**config.mk**
```make
export PLATFORM = sky130hd
export DESIGN_NAME = utf8_to_utf16_transcoder_flat
export DESIGN_NICKNAME = d
export VERILOG_FILES = /design/src/sv/u8u16_pkg.sv /design/src/sv/u8u16_byte_if.sv /design/src/sv/u8u16_unit_if.sv /design/src/sv/u8u16_decode.sv /design/src/sv/u8u16_queue.sv /design/src/sv/utf8_to_utf16_transcoder.sv /design/src/flat_wrapper.sv
export SDC_FILE = /design/constraint.sdc
export NUM_CORES = 1
export LEC_CHECK = 0
export ABC_AREA = 1
export BUFFER_PORTS_ARGS = -buffer_cell sky130_fd_sc_hd__clkbuf_2
export CORE_ASPECT_RATIO = 0.6
export CORE_MARGIN = 2
export CORE_UTILIZATION = 40
export DETAILED_ROUTE_END_ITERATION = 8
export PLACE_DENSITY = 0.56
export SKIP_CTS_REPAIR_TIMING = 1
export SYNTH_ARGS = -nofsm -noshare
export SYNTH_HDL_FRONTEND = slang
export SYNTH_HIERARCHICAL = 1
export SYNTH_SLANG_ARGS = --single-unit
```
**constraint.sdc**
```tcl
create_clock -name clk -period 4.3 [get_ports clk]
set_input_delay 0.86 -clock clk [delete_from_list [all_inputs] [get_ports clk]]
set_output_delay 0.86 -clock clk [all_outputs]
set_load 0.02 [all_outputs]
```
**src/sv/u8u16_pkg.sv**
```systemverilog
// ----------------------------------------------------------------------------
// u8u16_pkg: shared types and constants of the UTF-8 transcoder
// Lead byte decode, per-length residues, surrogate constants, queue sizing.
// ----------------------------------------------------------------------------
`timescale 1ns / 1ps

package u8u16_pkg;

    // output form register codes
    localparam logic FORM_UTF16 = 1'b0;
    localparam logic FORM_UTF32 = 1'b1;

    localparam logic [31:0] TILDE_CODE = 32'h0000_007E;
    localparam logic [31:0] BMP_MAX    = 32'h0000_FFFF;
    localparam logic [31:0] CODE_MAX   = 32'h0010_FFFF;
    localparam logic [31:0] SURR_BASE  = 32'h0001_0000;
    localparam logic [31:0] SURR_HIGH  = 32'h0000_D800;
    localparam logic [31:0] SURR_LOW   = 32'h0000_DC00;

    // result queue: room for two in-flight pairs plus the head
    localparam int QUEUE_DEPTH = 8;
    localparam int QPTR_W      = $clog2(QUEUE_DEPTH);
    localparam int QCNT_W      = $clog2(QUEUE_DEPTH + 1);

    typedef struct packed {
        logic [31:0] unit_out;
        logic        run_last;
        logic        string_end;
    } unit_t;

    // up to two units pushed per cycle, first goes out first
    typedef struct packed {
        logic [1:0] count;
        unit_t      first;
        unit_t      second;
    } push_t;

    function automatic logic [2:0] trail_count(input logic [7:0] lead);
        logic [2:0] n;
        if (lead < 8'hC0)
            n = 3'd0;
        else if (lead < 8'hE0)
            n = 3'd1;
        else if (lead < 8'hF0)
            n = 3'd2;
        else if (lead < 8'hF8)
            n = 3'd3;
        else if (lead < 8'hFC)
            n = 3'd4;
        else
            n = 3'd5;
        return n;
    endfunction

    function automatic logic [31:0] residue(input logic [2:0] seq_len);
        logic [31:0] r;
        unique case (seq_len)
            3'd1:    r = 32'h0000_3080;
            3'd2:    r = 32'h000E_2080;
            3'd3:    r = 32'h03C8_2080;
            3'd4:    r = 32'hFA08_2080;
            3'd5:    r = 32'h8208_2080;
            default: r = 32'h0000_0000;
        endcase
        return r;
    endfunction

endpackage

```
**src/sv/u8u16_byte_if.sv**
```systemverilog
// ----------------------------------------------------------------------------
// u8u16_byte_if: UTF-8 byte channel
// Valid/ready channel carrying one byte and its end-of-string mark.
// ----------------------------------------------------------------------------
`timescale 1ns / 1ps

interface u8u16_byte_if;
    logic       valid;
    logic       ready;
    logic [7:0] byte_in;
    logic       string_last;

    modport source (output valid, output byte_in, output string_last, input ready);
    modport sink   (input valid, input byte_in, input string_last, output ready);
endinterface

```
**src/sv/u8u16_unit_if.sv**
```systemverilog
// ----------------------------------------------------------------------------
// u8u16_unit_if: result unit channel
// Valid/ready channel carrying one UTF-16 unit or UTF-32 value with marks.
// ----------------------------------------------------------------------------
`timescale 1ns / 1ps

interface u8u16_unit_if;
    logic        valid;
    logic        ready;
    logic [31:0] unit_out;
    logic        run_last;
    logic        string_end;

    modport source (output valid, output unit_out, output run_last, output string_end,
                    input ready);
    modport sink   (input valid, input unit_out, input run_last, input string_end,
                    output ready);
endinterface

```
**src/sv/u8u16_decode.sv**
```systemverilog
// ----------------------------------------------------------------------------
// u8u16_decode: UTF-8 sequence decoder and output formatter
// Accumulates a sequence, registers the decoded value, then splits it
// into one unit or a surrogate pair for the result queue.
// ----------------------------------------------------------------------------
`timescale 1ns / 1ps

module u8u16_decode (
    input  logic                            clk,
    input  logic                            rst_n,
    u8u16_byte_if.sink                      byte_ch,
    input  logic                            output_form,
    input  logic [u8u16_pkg::QCNT_W-1:0]    queue_level,
    output u8u16_pkg::push_t                push
);
    import u8u16_pkg::*;

    logic [31:0] acc_reg, acc_next;
    logic [2:0]  rem_reg, rem_next;
    logic [2:0]  len_reg, len_next;

    logic        s1_valid_reg;
    logic [31:0] s1_value_reg;
    logic        s1_last_reg;

    logic        accept;
    logic        emit;
    logic [31:0] value;
    logic [31:0] acc_shift;
    logic [2:0]  lead_trail;
    logic [QCNT_W-1:0] reserved;
    logic [31:0] offset;

    // keep room for the pair in stage one plus a pair from this item
    assign reserved = queue_level + (s1_valid_reg ? QCNT_W'(2) : QCNT_W'(0));
    assign byte_ch.ready = (reserved <= QCNT_W'(QUEUE_DEPTH - 2));
    assign accept = byte_ch.valid && byte_ch.ready;

    assign acc_shift  = {acc_reg[25:0], 6'b0} + {24'b0, byte_ch.byte_in};
    assign lead_trail = trail_count(byte_ch.byte_in);

    always_comb
    begin
        acc_next = acc_reg;
        rem_next = rem_reg;
        len_next = len_reg;
        emit     = 1'b0;
        value    = TILDE_CODE;
        if (rem_reg == 3'd0)
        begin
            if (lead_trail == 3'd0)
            begin
                emit  = 1'b1;
                value = {24'b0, byte_ch.byte_in};
                acc_next = '0;
                len_next = '0;
            end
            else if (byte_ch.string_last)
            begin
                // sequence cut short by end of string
                emit = 1'b1;
                acc_next = '0;
                len_next = '0;
            end
            else
            begin
                acc_next = {24'b0, byte_ch.byte_in};
                rem_next = lead_trail;
                len_next = lead_trail;
            end
        end
        else if (rem_reg == 3'd1)
        begin
            emit     = 1'b1;
            value    = acc_shift - residue(len_reg);
            acc_next = '0;
            rem_next = '0;
            len_next = '0;
        end
        else if (byte_ch.string_last)
        begin
            emit     = 1'b1;
            acc_next = '0;
            rem_next = '0;
            len_next = '0;
        end
        else
        begin
            acc_next = acc_shift;
            rem_next = rem_reg - 3'd1;
        end
    end

    always_ff @(posedge clk or negedge rst_n)
    begin
        if (!rst_n)
        begin
            acc_reg      <= '0;
            rem_reg      <= '0;
            len_reg      <= '0;
            s1_valid_reg <= 1'b0;
        end
        else
        begin
            s1_valid_reg <= accept && emit;
            if (accept)
            begin
                acc_reg <= acc_next;
                rem_reg <= rem_next;
                len_reg <= len_next;
            end
        end
    end

    always_ff @(posedge clk)
    begin
        if (accept)
        begin
            s1_value_reg <= value;
            s1_last_reg  <= byte_ch.string_last;
        end
    end

    // format stage
    assign offset = s1_value_reg - SURR_BASE;

    always_comb
    begin
        push.first.unit_out    = s1_value_reg;
        push.first.run_last    = 1'b1;
        push.first.string_end  = s1_last_reg;
        push.second.unit_out   = SURR_LOW + {22'b0, offset[9:0]};
        push.second.run_last   = 1'b1;
        push.second.string_end = s1_last_reg;
        push.count             = s1_valid_reg ? 2'd1 : 2'd0;
        if (output_form == FORM_UTF16 && s1_value_reg > BMP_MAX)
        begin
            if (s1_value_reg > CODE_MAX)
                push.first.unit_out = TILDE_CODE;
            else
            begin
                push.first.unit_out   = SURR_HIGH + {22'b0, offset[19:10]};
                push.first.run_last   = 1'b0;
                push.first.string_end = 1'b0;
                push.count            = s1_valid_reg ? 2'd2 : 2'd0;
            end
        end
    end

endmodule

```
**src/sv/u8u16_queue.sv**
```systemverilog
// ----------------------------------------------------------------------------
// u8u16_queue: result unit queue
// Small register queue taking up to two units per cycle, one out per cycle.
// ----------------------------------------------------------------------------
`timescale 1ns / 1ps

module u8u16_queue (
    input  logic                            clk,
    input  logic                            rst_n,
    input  u8u16_pkg::push_t                push,
    u8u16_unit_if.source                    unit_ch,
    output logic [u8u16_pkg::QCNT_W-1:0]    level
);
    import u8u16_pkg::*;

    unit_t              slot_reg [QUEUE_DEPTH];
    logic [QPTR_W-1:0]  wr_ptr_reg;
    logic [QPTR_W-1:0]  rd_ptr_reg;
    logic [QCNT_W-1:0]  level_reg, level_next;
    logic               pop;
    logic [QPTR_W-1:0]  wr_ptr_plus1;
    unit_t              head;

    assign pop          = unit_ch.valid && unit_ch.ready;
    assign wr_ptr_plus1 = wr_ptr_reg + QPTR_W'(1);
    assign level_next   = level_reg + QCNT_W'(push.count) - QCNT_W'(pop);

    always_ff @(posedge clk or negedge rst_n)
    begin
        if (!rst_n)
        begin
            wr_ptr_reg <= '0;
            rd_ptr_reg <= '0;
            level_reg  <= '0;
        end
        else
        begin
            wr_ptr_reg <= wr_ptr_reg + QPTR_W'(push.count);
            level_reg  <= level_next;
            if (pop)
                rd_ptr_reg <= rd_ptr_reg + QPTR_W'(1);
        end
    end

    always_ff @(posedge clk)
    begin
        if (push.count != 2'd0)
            slot_reg[wr_ptr_reg] <= push.first;
        if (push.count == 2'd2)
            slot_reg[wr_ptr_plus1] <= push.second;
    end

    assign head               = slot_reg[rd_ptr_reg];
    assign unit_ch.valid      = (level_reg != '0);
    assign unit_ch.unit_out   = head.unit_out;
    assign unit_ch.run_last   = head.run_last;
    assign unit_ch.string_end = head.string_end;
    assign level              = level_reg;

endmodule

```
**src/sv/utf8_to_utf16_transcoder.sv**
```systemverilog
// ----------------------------------------------------------------------------
// utf8_to_utf16_transcoder: UTF-8 to UTF-16 / UTF-32 stream transcoder
// Decodes UTF-8 bytes and emits UTF-16 units or raw 32-bit code values.
// ----------------------------------------------------------------------------
// Path: an accepted byte's decoded value is registered in stage one, then
// written into the queue, where it is valid and can be taken at the output.
// Throughput: one byte per cycle; a surrogate pair needs four bytes, so a
// ready receiver keeps up. Input pauses only under output stalls, once the
// 8-entry queue cannot take another pair.
// Reset: no sequence open, queue empty, output form UTF-16.
`timescale 1ns / 1ps

module utf8_to_utf16_transcoder (
    input  logic            clk,
    input  logic            rst_n,
    u8u16_byte_if.sink      byte_ch,
    u8u16_unit_if.source    unit_ch,
    input  logic            cfg_we,
    input  logic            cfg_wdata
);
    import u8u16_pkg::*;

    logic              form_reg;
    push_t             push;
    logic [QCNT_W-1:0] queue_level;

    always_ff @(posedge clk or negedge rst_n)
    begin
        if (!rst_n)
            form_reg <= FORM_UTF16;
        else if (cfg_we)
            form_reg <= cfg_wdata;
    end

    u8u16_decode u_decode (
        .clk         (clk),
        .rst_n       (rst_n),
        .byte_ch     (byte_ch),
        .output_form (form_reg),
        .queue_level (queue_level),
        .push        (push)
    );

    u8u16_queue u_queue (
        .clk     (clk),
        .rst_n   (rst_n),
        .push    (push),
        .unit_ch (unit_ch),
        .level   (queue_level)
    );

    // queue never overruns
    assert property (@(posedge clk) disable iff (!rst_n)
        queue_level <= QCNT_W'(QUEUE_DEPTH))
        else $error("result queue overrun");

    // output valid exactly when the queue holds a unit
    assert property (@(posedge clk) disable iff (!rst_n)
        unit_ch.valid == (queue_level != '0))
        else $error("output valid disagrees with queue level");

    // a byte is only taken with room for a pair
    assert property (@(posedge clk) disable iff (!rst_n)
        (byte_ch.valid && byte_ch.ready) |-> queue_level <= QCNT_W'(QUEUE_DEPTH - 2))
        else $error("byte accepted without queue room");

    // a pair pushed last cycle raises the level unless a unit left
    assert property (@(posedge clk) disable iff (!rst_n)
        (push.count == 2'd2 && !(unit_ch.valid && unit_ch.ready))
            |=> queue_level == $past(queue_level) + QCNT_W'(2))
        else $error("surrogate pair lost in queue");

endmodule
```
**src/flat_wrapper.sv**
```systemverilog
// flat-port wrapper written by rule: the top's interface ports become plain ports
module utf8_to_utf16_transcoder_flat import u8u16_pkg::*;
  (clk, rst_n, cfg_we, cfg_wdata, byte_ch_valid, byte_ch_byte_in, byte_ch_string_last, byte_ch_ready, unit_ch_valid, unit_ch_unit_out, unit_ch_run_last, unit_ch_string_end, unit_ch_ready);
  u8u16_byte_if byte_ch_i ();
  u8u16_unit_if unit_ch_i ();
  input  logic clk;
  input  logic rst_n;
  input  logic cfg_we;
  input  logic cfg_wdata;
  input wire logic [$bits(byte_ch_i.valid)-1:0] byte_ch_valid;
  input wire logic [$bits(byte_ch_i.byte_in)-1:0] byte_ch_byte_in;
  input wire logic [$bits(byte_ch_i.string_last)-1:0] byte_ch_string_last;
  output wire logic [$bits(byte_ch_i.ready)-1:0] byte_ch_ready;
  output wire logic [$bits(unit_ch_i.valid)-1:0] unit_ch_valid;
  output wire logic [$bits(unit_ch_i.unit_out)-1:0] unit_ch_unit_out;
  output wire logic [$bits(unit_ch_i.run_last)-1:0] unit_ch_run_last;
  output wire logic [$bits(unit_ch_i.string_end)-1:0] unit_ch_string_end;
  input wire logic [$bits(unit_ch_i.ready)-1:0] unit_ch_ready;
  assign byte_ch_i.valid = byte_ch_valid;
  assign byte_ch_i.byte_in = byte_ch_byte_in;
  assign byte_ch_i.string_last = byte_ch_string_last;
  assign byte_ch_ready = byte_ch_i.ready;
  assign unit_ch_valid = unit_ch_i.valid;
  assign unit_ch_unit_out = unit_ch_i.unit_out;
  assign unit_ch_run_last = unit_ch_i.run_last;
  assign unit_ch_string_end = unit_ch_i.string_end;
  assign unit_ch_i.ready = unit_ch_ready;
  utf8_to_utf16_transcoder u_core (.clk(clk), .rst_n(rst_n), .byte_ch(byte_ch_i), .unit_ch(unit_ch_i), .cfg_we(cfg_we), .cfg_wdata(cfg_wdata));
endmodule
```
After elaboration in Yosys (flattened, before gate mapping)
Memory sizes are Yosys's and may differ from the RTL's.
Index checks and enable logic that the tools add are counted.

cells by class
  $add $sub $neg = 12
  order comparisons = 8
  eq/ne operators = 9
  mux-type cells = 41
  bitwise logic cells = 1
  reductions and logical operators = 11

operator list
  operator                                                                            number
  32-bit case mux with 5 select lines                                                 1
  32-bit two-way mux                                                                  4
  26-bit two-way mux                                                                  3
  3-bit two-way mux                                                                   14
  8-bit < comparator (second input constant)                                          5
  36-bit two-way mux                                                                  1
  16-bit by 10-bit adder with 17-bit output (first input constant)                    2
  32-bit by 8-bit adder with 32-bit output                                            1
  32-bit by 16-bit greater-than comparator with 1-bit output (second input constant)  1
  32-bit by 21-bit greater-than comparator with 1-bit output (second input constant)  1
  32-bit subtractor                                                                   1
  8-bit two-way mux                                                                   3
  20-bit by 17-bit subtractor with 20-bit output (second input constant)              1
  17-bit two-way mux                                                                  1
  1-bit two-way mux                                                                   10
  2-bit two-way mux                                                                   4
  3-bit by 1-bit adder with 3-bit output (second input constant)                      2
  3-bit by 1-bit equality test with 1-bit output (second input constant)              2
  3-bit by 2-bit equality test with 1-bit output (second input constant)              2
  3-bit equality test (second input constant)                                         2
  3-bit logical NOT                                                                   2
  4-bit by 2-bit adder with 4-bit output                                              1
  4-bit adder                                                                         1
  4-bit by 3-bit less-or-equal comparator with 1-bit output (second input constant)   1
  other kinds (12)                                                                    16

word-level totals
  flip-flop bits (word level) = 77
  RAM bits = 272
  bits of input ports = 15
  output and inout bits = 36
  logic and storage cells = 93
  memories = 1

memory list
  memory                   words  bits a word  read ports  clocked after Yosys merged registers in  wr ports  line               source
  u_core.u_queue.slot_reg  8      34           1           0                                        2         u8u16_queue.sv:16  unit_t slot_reg [QUEUE_DEPTH];

Longest topological paths before layout
  depth in word-level cells = 10
  mapped depth = 19
  gate-level depth less buffers = 19

Hierarchy
The synthesis kept the hierarchy.

by module, submodules not included
  module                    instances  cells an instance  area each (um^2)  sequential area each (um^2)
  u8u16_queue               1          2264               17179.0           8418.1
  u8u16_decode              1          729                5207.5            1816.7
  utf8_to_utf16_transcoder  1          5                  40.0              25.0

Worst setup path after synthesis
No wires, ideal clock.

  path kind = reg-to-reg
  from = reg u_core.u_decode.s1_value_reg[16]
  to = mem u_core/u_queue/slot_reg[5][0] (netlist name) (enable)
  library setup time = 0.472 ns
  arrival = 4.254 ns
  required time = 3.828 ns
  setup slack = -0.426 ns
  stages on the path, launching flop included = 13
  path buffers = 1
  period minus slack after synthesis = 4.726 ns
  cell sequence = edfxtp_1 > inv_1 > ha_1 > nand2_1 > nor4_1 > a21oi_1 > nand4_1 > clkbuf_1 > nor2_1 > inv_1 > nand2_1 > nand2_1 > o21ai_0

RTL lines
  element                 line                 source
  from (decl)             u8u16_decode.sv:23   logic [31:0] s1_value_reg;
  from (signal assigned)  u8u16_decode.sv:119  s1_value_reg <= value;
  to (decl)               u8u16_queue.sv:16

==> run metrics <==
die area 58000 sq um; initial core utilization between 40% and 50%; critical path type reg2reg; clk_lat worst skew 550 ps; Ports between 50 and 60; Hold Fails Final Rpt 0; H-tree depth 2; first-pass GRT wire length 115000 um; crit-path max cell delay about 890 ps; # nets final roughly 2.9k; RSZ-0062 raised after global routing false; Buffers on Ports 50; DRC 0; Die H 187 um; global route overflow 0; Distinct cells, synth just over 40; post-synthesis register bit count approximately 350; minimum clock period roughly 3700 ps; drt pass-1 iters 5; final setup vio count 0; crit start category register; Inserted Clock Buffers 38; WL/cell 20.4 um; clock share of power 19.5%; CTS max path bufs 3; most frequent cells in the layout nand2_1 (1148), inv_1 (412), edfxtp_1 (305); non-filler cells in the finished layout about 3.7k; final WL ~75000 um; n_diodes 0; worst path required time 4700 ps; worst hold path class in2async; status completed; DRT iter0 DRCs about 2.3k; worst-margin pin slew 1210 ps; Post-Syn Area 22400 sq um; Syn Area/Cell 7.48 sq um; dpl cells 3606; Via density about 5.4; Cell Rows 67; normalized max-slew margin 18.2%; CP Max Fanout 85; Fin Clk Skew 23.9 ps; Gate power share 51.6%; Flop pwr share 28.9%; clock tree sinks 349; Sw Ratio between 50% and 60%; Final GP Congestion around 0.94; Synthesis Warnings 6; most common cell after layout, fill and taps aside nand2_1; Critical-path top delay cell buf_4; share of layout cells above drive strength 1 7.99%; Detailed Place HPWL 44500 um; P_sw 8.13 mW; Internal Pwr Total 7.99 mW; max FFs per register 272; cells along the critical path inv_1 -> ha_1 -> nand2_1 -> nor4_1 -> a21oi_2 -> nand4_1 -> inv_1 -> nor2_1 -> buf_4 -> inv_1 -> nand2_1 -> nor2_4 -> buf_4 -> nand4_1 -> nand2_1; Worst VDD drop roughly 0.76 mV; GRT Util Overall 25.8%; die width 310 um; DR vias 19.9k; origin of the worst setup path u_core/u_decode/s1_value_reg[16]$_SDFFCE_PP0P_; CP endpoint kind register; Final Max Tran Viols 0; clk root buf clkbuf_16; CTS tree done; CP arrival between 4000 and 5000 ps; Design Area, Final between 20000 and 25000 sq um; Post-Syn Instances ~3.0k; Worst R2R Start u_core/u_decode/s1_value_reg[16]$_SDFFCE_PP0P_; Placed Area 22900 sq um; Seq/Total Area, Yosys 45.7%; Static Leak 11.7 nW; area of the core roughly 56000 sq um; Max Clk Rate roughly 0.27 GHz; Power Density 670 nW/um^2; Area Overhead vs Synth 7.25%; vias in the first global route 18.5k; period utilization 86.4%; Max-Cap Viols 0; Detail Route Antenna Nets 0; initial antenna violation count 0; clk slew on worst S/H paths about 60 ps; largest net degree at the start of global routing 138
[worst paths after layout]
path	to	slack, ps	depth (start not counted)
max in group asynchronous	u_core/u_decode/acc_reg[2]$_DFFE_PN0P_	3230	2
min in group clk	u_core/u_decode/acc_reg[0]$_DFFE_PN0P_	510	2
max reg2reg	u_core/u_queue/slot_reg[4][9]$_DFFE_PP_	590	15
min reg2reg	u_core/u_decode/acc_reg[0]$_DFFE_PN0P_	510	2
min	u_core/u_decode/acc_reg[24]$_DFFE_PN0P_	280	1
max	u_core/u_queue/slot_reg[4][9]$_DFFE_PP_	590	15
[worst max-delay path: cells and delay by family (launching register included)]
family	cells	cell delay, ps
AO/OA/AOI/OAI	1	150
adder cells (fa/ha/maj)	1	280
buffers and inverters	5	1570
flip-flops	1	430
AND/OR/NAND/NOR	8	1100
[stage by stage]
stage | setup TNS, ps | worst slack [ps] | hold slack, ps | util, % | power (mW)
after global placement | 0 | 330 | 488 | 41.2 | 12.8
after global routing | 0 | 321 | 299 | 43.3 | 17.1
after CTS | 0 | 689 | 292 | 43.3 | 16.0
after floorplan | -114550 | -426 | 442 | - | 10.3
final | 0 | 585 | 276 | 43.3 | 16.1
after detailed placement | 0 | 309 | 477 | 41.2 | 12.9
[synthesized netlist by cell type]
master    count  area, sq um
nand3_2       9         90.1
a21oi_2       2         17.5
nand3b_1      2         15.0
o21ai_1       1         5.00
nand2_2      17          106
nor2_2       12         75.1
nand3_1     179          896
nor4_1        4         25.0
conb_1        2         7.51
nor2_4        3         33.8
and3_1        1         6.26
nor3_2        1         10.0
clkbuf_1     87          327
edfxtp_1    305         9160
nand3_4       3         52.6
o21ai_0      51          255
o22ai_1      19          119
xor2_1       15          131
nand4_1     282         1760
dfrtp_1      44         1100
xnor2_1       7         61.3
o21ai_2       3         26.3
o21bai_1      2         15.0
a21oi_1      49          245
clkinv_1      4         15.0
fa_1          3         60.1
or2_2         4         25.0
nand2_1    1148         4310
buf_6         4         45.0
nand2_4       2         22.5
nor2_1       83          312
inv_1       414         1550
buf_4        50          375
inv_2         3         11.3
a31oi_1       2         12.5
buf_1        22         82.6
buf_2       116          581
ha_1         33          413
a21oi_4       1         16.3
nor3_1        8         40.0
o221ai_1      1         8.76
[kinds of logic after synthesis]
| group | count (synthesis) | synth area share [%] |
|---|---|---|
| buf+inv | 700 | 13.3 |
| flops | 349 | 45.7 |
| xor+xnor | 22 | 0.859 |
| fa+ha+maj | 36 | 2.11 |
| compound gates | 131 | 3.21 |
| simple gates | 1758 | 34.7 |
| other cells | 2 | 0.0335 |
[cell type report]
cell class	instances	area (sq um)
timing repair buffer	107	741
fill	5606	31500
multi-input combinational	1970	9380
clock buffer	54	1060
inverter	421	1590
clock inverter	15	70.1
tap	759	950
sequential	349	10300
[power by group through the flow]
stage / registers [mW] / logic [mW] / clock network (mW)
floorplan: 4.54 / 5.76 / 0
global placement: 4.71 / 8.05 / 0
detailed placement: 4.72 / 8.17 / 0
CTS: 4.65 / 8.19 / 3.20
global route: 4.70 / 9.10 / 3.33
finish: 4.66 / 8.31 / 3.14
[metal layers]
| layer | track usage (%) | vias to the layer above | part of all wire, % |
|---|---|---|---|
| met2 | 36.3 | 959 | 40 |
| li1 | - | 9411 | - |
| met1 | 40.6 | 9445 | 48 |
| met5 | 0 | - | 0 |
| met3 | 4.71 | 106 | 9.6 |
| met4 | 5.55 | 0 | 1.9 |
No activity file was read; power rests on OpenSTA's default activity.
